===== src/hw/rtl/assert_macros.svh =====
// Assertion macros shared by the RTL of the FSK modulator.
`ifndef ASSERT_MACROS_SVH
`define ASSERT_MACROS_SVH

// Clocked assertion that is checked at every edge, reset included.
`define FSK_ASSERT_ALWAYS(lbl, prop) \
  lbl: assert property (@(posedge clk) prop) else $error("assertion failed");

// Clocked assertion that is ignored while reset is held.
`define FSK_ASSERT(lbl, prop) \
  lbl: assert property (@(posedge clk) disable iff (!rst_n) prop) \
    else $error("assertion failed");

`endif


===== src/hw/rtl/fskecm_pkg.sv =====
// Package with the types and constants of the FSK modulator.
package fskecm_pkg;

  typedef logic [7:0]  byte_t;
  typedef logic [15:0] word16_t;

  // Operation carried in the input word's tuser.
  typedef enum logic [1:0] {
    OP_TICK  = 2'd0,
    OP_WRITE = 2'd1,
    OP_START = 2'd2
  } op_t;

  // Configuration register indexes.
  localparam logic [2:0] REG_PERIOD_ZERO  = 3'd0;
  localparam logic [2:0] REG_PERIOD_ONE   = 3'd1;
  localparam logic [2:0] REG_EDGES_ZERO   = 3'd2;
  localparam logic [2:0] REG_EDGES_ONE    = 3'd3;
  localparam logic [2:0] REG_PACKET_BYTES = 3'd4;

  typedef struct packed {
    word16_t    period_zero;
    word16_t    period_one;
    word16_t    edges_zero;
    word16_t    edges_one;
    logic [6:0] packet_bytes;
  } cfg_t;

  localparam word16_t MIN_PERIOD = 16'd2;
  localparam word16_t MIN_EDGES  = 16'd1;

endpackage


===== src/hw/rtl/fskecm_store.sv =====
// Packet byte store with one write port and one registered read port.
module fskecm_store #(
  parameter int DEPTH = 64
) (
  input  logic                                    clk,
  input  logic                                    we,
  input  logic [((DEPTH > 1) ? $clog2(DEPTH) : 1)-1:0] waddr,
  input  fskecm_pkg::byte_t                       wdata,
  input  logic [((DEPTH > 1) ? $clog2(DEPTH) : 1)-1:0] raddr,
  output fskecm_pkg::byte_t                       rdata
);
  import fskecm_pkg::*;

  byte_t mem [DEPTH];
  byte_t rdata_r;

  // A write and a read of the same entry in one cycle return the new byte.
  always_ff @(posedge clk) begin
    if (we) begin
      mem[waddr] <= wdata;
    end
    if (we && (waddr == raddr)) begin
      rdata_r <= wdata;
    end else begin
      rdata_r <= mem[raddr];
    end
  end

  assign rdata = rdata_r;

endmodule


===== src/hw/rtl/fsk_edge_counted_modulator_unit.sv =====
// Top level of the edge-counted binary FSK square-wave modulator.
//
// Every input word is one operation, given in in_tuser: a clock tick of the
// square-wave generator, a write of one packet byte, or a start command.
// Each accepted word yields exactly one output word on the out_ channel.
// On a tick the output word gives the drive level for that tick, the busy
// flag and the index of the bit being sent; out_tlast marks the tick that
// ends the last bit of the packet. Bits go out MSB first, each as a run of
// falling edges of a 50% duty wave whose period is chosen by the bit value.
// From the input handshake to the earliest output handshake a word passes
// through the input register and then the output register.
// One word is taken in every cycle while the receiver keeps taking output
// words; the packet store's registered read follows the bit position that
// each word leaves behind, so back-to-back ticks see the right byte.
// When the receiver stalls, the output register holds its word, the input
// register fills, and in_tready drops until the output word is taken.
// Synchronous reset empties both registers, stops any transmission and loads
// the configuration defaults; the packet store keeps no reset value.
// Configuration writes on the cfg_ port are always ready and are meant for
// idle periods only.
`include "assert_macros.svh"

module fsk_edge_counted_modulator_unit #(
  parameter int MAX_BYTES = 64
) (
  input  logic        clk,
  input  logic        rst_n,
  // Input words.
  input  logic        in_tvalid,
  output logic        in_tready,
  input  logic [15:0] in_tdata,   // [5:0] byte_addr, [13:6] byte_value, [15:14] zero
  input  logic [1:0]  in_tuser,   // [1:0] op
  // Output words.
  output logic        out_tvalid,
  input  logic        out_tready,
  output logic [15:0] out_tdata,  // [0] wave_level, [1] busy_res, [10:2] bit_number,
                                  // [15:11] zero
  output logic        out_tlast,  // packet_done
  // Configuration writes.
  input  logic        cfg_valid,
  output logic        cfg_ready,
  input  logic [2:0]  cfg_index,
  input  logic [15:0] cfg_data
);
  import fskecm_pkg::*;

  localparam int ADDR_W    = (MAX_BYTES > 1) ? $clog2(MAX_BYTES) : 1;
  // The byte count register holds at most 127, so fewer bytes may be usable.
  localparam int EFF_BYTES = (MAX_BYTES < 127) ? MAX_BYTES : 127;
  localparam int POS_W     = $clog2(EFF_BYTES * 8);
  localparam int TOT_W     = POS_W + 1;

  // Configuration registers.
  cfg_t cfg_r;

  assign cfg_ready = 1'b1;

  always_ff @(posedge clk) begin
    if (!rst_n) begin
      cfg_r.period_zero  <= 16'd64;
      cfg_r.period_one   <= 16'd48;
      cfg_r.edges_zero   <= 16'd16;
      cfg_r.edges_one    <= 16'd20;
      cfg_r.packet_bytes <= 7'd64;
    end else if (cfg_valid) begin
      unique case (cfg_index)
        REG_PERIOD_ZERO:  cfg_r.period_zero  <= cfg_data;
        REG_PERIOD_ONE:   cfg_r.period_one   <= cfg_data;
        REG_EDGES_ZERO:   cfg_r.edges_zero   <= cfg_data;
        REG_EDGES_ONE:    cfg_r.edges_one    <= cfg_data;
        REG_PACKET_BYTES: cfg_r.packet_bytes <= cfg_data[6:0];
        default: ;
      endcase
    end
  end

  // Input register and handshake.
  logic       in_valid_r;
  logic [1:0] op_r;
  logic [5:0] addr_r;
  byte_t      val_r;
  logic       adv;

  assign adv       = in_valid_r && (!out_tvalid || out_tready);
  assign in_tready = !in_valid_r || adv;

  always_ff @(posedge clk) begin
    if (!rst_n) begin
      in_valid_r <= 1'b0;
    end else if (in_tvalid && in_tready) begin
      in_valid_r <= 1'b1;
    end else if (adv) begin
      in_valid_r <= 1'b0;
    end
  end

  always_ff @(posedge clk) begin
    if (in_tvalid && in_tready) begin
      op_r   <= in_tuser;
      addr_r <= in_tdata[5:0];
      val_r  <= in_tdata[13:6];
    end
  end

  // Transmitter state.
  word16_t          wave_r, wave_nxt;
  word16_t          edge_r, edge_nxt;
  logic [POS_W-1:0] pos_r, pos_nxt;
  logic             send_r, send_nxt;

  // Packet length in bits, with the byte count clamped to the usable range.
  logic [6:0]       nbytes_c;
  logic [TOT_W-1:0] total_c;

  always_comb begin
    nbytes_c = cfg_r.packet_bytes;
    if (nbytes_c == 7'd0) begin
      nbytes_c = 7'd1;
    end else if (32'(nbytes_c) > EFF_BYTES) begin
      nbytes_c = 7'(EFF_BYTES);
    end
    total_c = TOT_W'({nbytes_c, 3'b000});
  end

  // The store always holds in its read register the byte of the current bit.
  logic              wr_ok;
  logic              we;
  logic [ADDR_W-1:0] waddr;
  logic [ADDR_W-1:0] cur_idx;
  logic [POS_W-1:0]  pos_rd;
  logic [ADDR_W-1:0] raddr;
  byte_t             rd_byte;
  byte_t             byte_c;

  assign wr_ok   = (op_r == OP_WRITE) && (32'(addr_r) < MAX_BYTES);
  assign we      = adv && wr_ok;
  assign waddr   = ADDR_W'(addr_r);
  assign cur_idx = ADDR_W'(pos_r >> 3);
  assign pos_rd  = adv ? pos_nxt : pos_r;
  assign raddr   = ADDR_W'(pos_rd >> 3);

  fskecm_store #(
    .DEPTH (MAX_BYTES)
  ) u_store (
    .clk   (clk),
    .we    (we),
    .waddr (waddr),
    .wdata (val_r),
    .raddr (raddr),
    .rdata (rd_byte)
  );

  // A write to the byte in flight changes the level reported for that word.
  assign byte_c = (wr_ok && (waddr == cur_idx)) ? val_r : rd_byte;

  // Per-bit wave parameters.
  logic    bit_c;
  word16_t per_c;
  word16_t half_c;
  word16_t edges_c;
  logic    level_now;

  always_comb begin
    bit_c   = byte_c[~pos_r[2:0]];
    per_c   = bit_c ? cfg_r.period_one : cfg_r.period_zero;
    edges_c = bit_c ? cfg_r.edges_one : cfg_r.edges_zero;
    if (per_c < MIN_PERIOD) begin
      per_c = MIN_PERIOD;
    end
    if (edges_c < MIN_EDGES) begin
      edges_c = MIN_EDGES;
    end
    half_c    = per_c >> 1;
    level_now = send_r && (wave_r < half_c);
  end

  // Next state and result of the word in the input register.
  logic             level_c;
  logic             busy_c;
  logic             done_c;
  logic             past_end_c;
  logic [POS_W-1:0] bitnum_c;
  logic [16:0]      wave_inc;
  logic [16:0]      edge_inc;

  always_comb begin
    wave_nxt   = wave_r;
    edge_nxt   = edge_r;
    pos_nxt    = pos_r;
    send_nxt   = send_r;
    done_c     = 1'b0;
    past_end_c = ({1'b0, pos_r} >= total_c);
    wave_inc   = 17'(wave_r) + 17'd1;
    edge_inc   = 17'(edge_r) + 17'd1;
    case (op_r)
      OP_TICK: begin
        if (send_r) begin
          if (past_end_c) begin
            send_nxt = 1'b0;
            wave_nxt = '0;
            edge_nxt = '0;
            pos_nxt  = '0;
            done_c   = 1'b1;
          end else begin
            if (wave_inc >= 17'(per_c)) begin
              wave_inc = '0;
            end
            wave_nxt = wave_inc[15:0];
            if (wave_inc == 17'(half_c)) begin
              if (edge_inc >= 17'(edges_c)) begin
                edge_nxt = '0;
                if ((TOT_W'(pos_r) + TOT_W'(1)) >= total_c) begin
                  send_nxt = 1'b0;
                  wave_nxt = '0;
                  pos_nxt  = '0;
                  done_c   = 1'b1;
                end else begin
                  pos_nxt = pos_r + POS_W'(1);
                end
              end else begin
                edge_nxt = edge_inc[15:0];
              end
            end
          end
        end
      end
      OP_START: begin
        if (!send_r) begin
          send_nxt = 1'b1;
          wave_nxt = '0;
          edge_nxt = '0;
          pos_nxt  = '0;
        end
      end
      default: ;
    endcase

    // A tick reports the state it ran in; other words report the state after.
    if (op_r == OP_TICK) begin
      // A tick that finds the bit position already past the packet end only
      // closes the packet, so the line stays low.
      level_c  = level_now && !past_end_c;
      busy_c   = send_r;
      bitnum_c = pos_r;
    end else begin
      // A fresh start always opens in the high half of the wave.
      level_c  = ((op_r == OP_START) && !send_r) ? 1'b1 : level_now;
      busy_c   = send_nxt;
      bitnum_c = pos_nxt;
    end
  end

  always_ff @(posedge clk) begin
    if (!rst_n) begin
      send_r <= 1'b0;
      wave_r <= '0;
      edge_r <= '0;
      pos_r  <= '0;
    end else if (adv) begin
      send_r <= send_nxt;
      wave_r <= wave_nxt;
      edge_r <= edge_nxt;
      pos_r  <= pos_nxt;
    end
  end

  // Output register.
  logic        out_tvalid_r;
  logic        out_level_r;
  logic        out_busy_r;
  logic        out_tlast_r;
  logic [8:0]  out_bitnum_r;
  logic [15:0] bitnum_ext;

  assign bitnum_ext = 16'(bitnum_c);

  always_ff @(posedge clk) begin
    if (!rst_n) begin
      out_tvalid_r <= 1'b0;
    end else if (adv) begin
      out_tvalid_r <= 1'b1;
    end else if (out_tready) begin
      out_tvalid_r <= 1'b0;
    end
  end

  always_ff @(posedge clk) begin
    if (adv) begin
      out_level_r  <= level_c;
      out_busy_r   <= busy_c;
      out_tlast_r  <= done_c;
      out_bitnum_r <= bitnum_ext[8:0];
    end
  end

  assign out_tvalid = out_tvalid_r;
  assign out_tlast  = out_tlast_r;
  assign out_tdata  = {5'd0, out_bitnum_r, out_busy_r, out_level_r};

  // While idle the wave, edge and bit counters rest at zero.
  `FSK_ASSERT(a_idle_counters_clear, !send_r |-> (wave_r == '0 && edge_r == '0 && pos_r == '0))
  // A transmission ends only with the word that carries packet_done.
  `FSK_ASSERT(a_end_has_done, $fell(send_r) |-> (out_tvalid_r && out_tlast_r))
  // packet_done is reported on a tick that ran while busy.
  `FSK_ASSERT(a_done_while_busy, (out_tvalid_r && out_tlast_r) |-> out_busy_r)

endmodule


===== config.mk =====
export PLATFORM = sky130hd
export DESIGN_NAME = fsk_edge_counted_modulator_unit
export DESIGN_NICKNAME = d
export VERILOG_FILES = /design/src/hw/rtl/fskecm_pkg.sv /design/src/hw/rtl/fskecm_store.sv /design/src/hw/rtl/fsk_edge_counted_modulator_unit.sv
export VERILOG_INCLUDE_DIRS = /design/src /design/src/hw/rtl
export SDC_FILE = /design/constraint.sdc
export NUM_CORES = 1
export LEC_CHECK = 0
export BUFFER_PORTS_ARGS = -buffer_cell sky130_fd_sc_hd__clkbuf_2
export CAP_MARGIN = 20
export CORE_MARGIN = 5
export CORE_UTILIZATION = 57
export DETAILED_ROUTE_END_ITERATION = 12
export PLACE_DENSITY = 0.74
export SYNTH_ARGS = -nofsm -noshare
export SYNTH_HDL_FRONTEND = slang
export SYNTH_HIERARCHICAL = 1
export SYNTH_SLANG_ARGS = --single-unit

===== constraint.sdc =====
create_clock -name clk -period 13.2 [get_ports clk]
set_input_delay 1.32 -clock clk [delete_from_list [all_inputs] [get_ports clk]]
set_output_delay 1.32 -clock clk [all_outputs]
set_load 0.02 [all_outputs]

Word level (Yosys, flattened, before mapping)
Memory sizes are Yosys's and may differ from the RTL's. A register that Yosys moved wholly into a read port is not among the register bits.
Index checks and enable logic that the tools add are counted.
- input bits: 42
- logic and storage cells: 125
- output and inout port bits: 20
- register bits after elaboration: 143
- memory bits (writable): 512
- memories: 1
- memory list (name ; words ; width ; read ports ; clocked after memory_dff ; wr ports ; RTL line ; RTL):
    u_store.mem ; 64 ; 8 ; 1 ; 1 ; 1 ; fskecm_store.sv:14 ; byte_t mem [DEPTH];
- bitwise logic cells: 1
- reductions and logical operators: 27
- $add $sub $neg: 4
- magnitude comparators: 9
- eq/ne operators: 11
- muxes and demuxes: 53
- operator list (operator ; number):
    $mux W16 ; 14
    $mux W9 ; 8
    $mux W17 ; 4
    $pmux W16 S2 ; 2
    $add A16 B1 Y17 const B ; 2
    $ge A17 B16 Y1 ; 2
    $mux W1 ; 19
    $pmux W9 S2 ; 1
    $eq A17 B15 Y1 ; 1
    $lt A16 B1 Y1 const B ; 1
    $lt A16 B15 Y1 ; 1
    $lt A16 B2 Y1 const B ; 1
    $mux W7 ; 2
    $reduce_and A2 Y1 ; 6
    $add A9 B1 Y10 const B ; 1
    $ge A10 B10 Y1 ; 1
    $ge A9 B10 Y1 ; 1
    $add A9 B1 Y9 const B ; 1
    $mux W8 ; 1
    $gt A7 B7 Y1 const B ; 1
    $logic_and A1 B1 Y1 ; 7
    $logic_not A7 Y1 ; 1
    $eq A3 B2 Y1 const B ; 2
    $eq A6 B6 Y1 ; 1
    other kinds (17) ; 24

Longest topological paths before layout
- word-level depth: 19
- depth in mapped cells: 34
- gate-level depth less buffers: 26

Hierarchy
Netlist, hierarchy kept.
- modules (own cells, without submodules) (module ; sequential area each (sq um) ; times used ; cells each ; area an instance (sq um)):
    fskecm_store ; 15494.9 ; 1 ; 938 ; 20126.8
    fsk_edge_counted_modulator_unit ; 3143.0 ; 1 ; 1106 ; 8931.1

Worst setup path after synthesis
Ideal clock, no wire load.
- path type: register to register
- from: register (tool-made name)
- to: register edge_r[11]
- required time: 13.119 ns
- slack: 6.399 ns
- clock period less this slack: 6.801 ns
- stages on the path, launching flop included: 30
- arrival: 6.720 ns
- library setup time: 0.081 ns
- buffers on the path: 6
- cells stage by stage: dfxtp_1 -> buf_6 -> buf_4 -> mux4_2 -> mux4_2 -> o21ai_1 -> o41ai_1 -> mux4_2 -> a211o_1 -> buf_2 -> nand2_1 -> buf_4 -> buf_1 -> mux2i_1 -> nand4_1 -> or4_1 -> nand3_1 -> ha_1 -> nand2b_1 -> a21o_1 -> a21o_1 -> a21o_1 -> a21oi_1 -> o21ai_0 -> a211oi_1 -> o31ai_1 -> nor3b_1 -> clkbuf_1 -> a21oi_1 -> o22ai_1
- RTL lines (what ; RTL line ; RTL):
    end signal, assigned ; fsk_edge_counted_modulator_unit.sv:262 ; edge_r <= edge_nxt;
    end, declared ; fsk_edge_counted_modulator_unit.sv:107 ; word16_t edge_r, edge_nxt;

==> impl_metrics.tcl <==
set metrics [dict create \
    grt_max_degree 107 \
    cts_tree "built" \
    critPathTopFamily "simple AND/OR/NAND/NOR gates" \
    yosysUniqueCellTypes 84 \
    dr.first_iter.drc_count 2063 \
    max_freq_mhz 108 \
    clock-sinks 661 \
    ys.flop_type "edfxtp_1" \
    reg2reg_to "pos_r[6]$_SDFF_PN0_" \
    drc 0 \
    syn_inst 2044 \
    p_per_area_mw_per_mm2 137 \
    cp_max_fo 66 \
    max_slew_margin 0.289 \
    post_cts_buffers 0 \
    tightest_slew_ns 1.07 \
    dp_hpwl_mm 41.2 \
    synthArstFlopShare 0 \
    track_usage 0.239 \
    final_cell_area_mm2 0.0322 \
    ys_seq_area_frac 0.641 \
    layout-drive-gt1-share 0.166 \
    antenna_found_initial 0 \
    min_period_ns 9.29 \
    diodes 0 \
    coreArea_mm2 0.0503 \
    crit_path_end_kind "flip-flop" \
    clock-root-buffer "clkbuf_16" \
    hold_end "cfg_r[12]$_SDFFE_PN0P_" \
    start_util 0.578 \
    avgRoutedWirePerCell_um 23.8 \
    cp_num_buf_inv 4 \
    fp.dieH_um 236 \
    r2r_cells 26 \
    cts.clk_slew.worst_paths_ns 0.06 \
    ios 62 \
    placed_cell_area_mm2 0.0298 \
    cts_buffers 69 \
    rsz0062_at_grt "no" \
    vias 17800 \
    std_cell_rows 82 \
    ys_seq_elements 661 \
    setup_tns_ns 0 \
    die-area_mm2 0.0556 \
    die_w_um 236 \
    drv_slew 0 \
    syn_area_mm2 0.0291 \
    gr-total-overflow 0 \
    grt_pass1_vias 17500 \
    hold_path_depth 2 \
    ctsResizeCount 0 \
    synth.top_cell.area_share 0.558 \
    min_from "cfg_r[12]$_SDFFE_PN0P_" \
    hold_viol 0 \
    fin_crit_sh 0.704 \
    status "completed" \
    crit_slowest_cell "dfxtp_4" \
    synth_edf_count 540 \
    worstSetupStartpointType "flip-flop" \
    arrival_ns 9.81 \
    grt_pass1_wl_mm 104 \
    port_buffers 53 \
    avgViaCountPerCell 6.32 \
    r2r_slack_ns 3.91 \
    cpPeakStageDelay_ns 1.01 \
    cts_buffer_depth 3 \
    final_nets 2194 \
    synth.avg_cell_area_um2 14.2 \
    gp_congestion 0.923 \
    setup_viol 0 \
    critPathKind "flip-flop to flip-flop" \
    ant_nets 0 \
    drtPass1Iterations 6 \
    yosys.area.top_type "edfxtp_1" \
    hold_path.class "flip-flop to flip-flop" \
    holdBufCountCts 0 \
    area_growth_pct 10.8 \
    crit_required_ns 13.71 \
    h-tree-depth 3 \
    clk_latency_ns 0.62 \
    wirelength_mm 67.0 \
    ys.warnings.count 6 \
    peakVddDrop_mv 0.121 \
    synth_most_common_cell "edfxtp_1" \
    cap_violations 0 \
    synthTopCellsByArea "edfxtp_1 56%, mux4_2 10%, dfxtp_1 8.3%" \
    finClkSkew_ns 0.0241 \
    synth_top_cells_by_count "540 x edfxtp_1, 224 x nand2_1, 138 x nor2_1" \
    leakagePower_nw 10.5 \
]
## per-layer routing
| layer | vias up | track usage | wire length [um] |
|---|---|---|---|
| met5 | - | 0 | 0 |
| li1 | 7949 | - | - |
| met3 | 122 | 0.0533 | 6130 |
| met1 | 8869 | 0.344 | 27800 |
| met2 | 871 | 0.368 | 31200 |
| met4 | 0 | 0.0790 | 1900 |
## worst register-to-register path: cells and delay by family, from the launching register on
family	cells	cell delay (ns)
and+or+nand+nor	8	2.56
DFF	1	1.01
AOI/OAI and AO/OA	9	2.23
buffers and inverters	4	1.23
adders and majority gates	1	0.33
muxes	4	1.87
## cells by family after synthesis
kind of cell               Yosys count  share of synthesized area
muxes                              184                      0.120
buffers and inverters              146                     0.0252
other                                2                   0.000258
AOI/OAI and AO/OA                  325                     0.0723
and+or+nand+nor                    627                      0.103
DFF                                661                      0.641
adders and majority gates           64                     0.0276
xor gates and xnor gates            35                     0.0105
## registers in the layout (all words and copies together), names as in the netlist, 2 cells and up, named ones only
name / cells
addr_r: 6
cfg_r: 71
edge_r: 16
op_r: 2
out_bitnum_r: 9
pos_r: 9
u_store/mem: 512
val_r: 8
wave_r: 16
## layout make-up
| class | instances | area [um^2] |
|---|---|---|
| tap | 672 | 841 |
| multi-input combinational | 1241 | 9700 |
| fill | 3578 | 18100 |
| inverter | 38 | 143 |
| clock buffer | 92 | 1910 |
| clock inverter | 36 | 475 |
| timing repair buffer | 77 | 475 |
| sequential | 661 | 18700 |
## where the power goes
group / switching, W / leakage (nW) / internal (W)
clock: 0.000816 / 1.16 / 0.00121
sequential: 0.0000115 / 5.85 / 0.00226
combinational: 0.0000768 / 3.47 / 0.0000248
total: 0.000904 / 10.5 / 0.00349
## per-stage QoR
stage	worst slack [ns]	instances	total power, W	util	hold slack [ns]
finish	3.91	2817	0.00440	0.640	0.454
global route	3.21	2817	0.00454	0.640	0.473
CTS	2.80	2813	0.00442	0.639	0.455
detailed placement	2.90	2685	0.00242	0.592	0.446
global placement	2.97	2685	0.00241	0.592	0.442
floorplan	6.40	2048	0.00238	-	0.433
## worst max path at each step
stage / to / depth (start not counted) / from
CTS: wave_r[0]$_SDFFE_PN0P_ / 25 / flip-flop
finish: pos_r[6]$_SDFF_PN0_ / 26 / flip-flop
floorplan: edge_r[11]$_SDFFE_PN0P_ / 29 / flip-flop
global placement: wave_r[0]$_SDFFE_PN0P_ / 25 / flip-flop
detailed placement: wave_r[0]$_SDFFE_PN0P_ / 25 / flip-flop
global route: pos_r[7]$_SDFF_PN0_ / 25 / flip-flop
## placed cells by master, fill, tap and decap left out, types with 22 or more instances in the layout
cell         n
o21ai_0     50
clkbuf_2    54
and3_1      24
mux2i_1     40
nand2b_1    22
nand3_1     66
mux4_2     129
clkbuf_16   71
nor2b_1     26
nor2_1     138
a21oi_1    111
ha_1        64
dfxtp_1    117
and2_1      26
inv_1       36
edfxtp_1   540
nand2_1    224
Power figures use the tool's default switching activity.
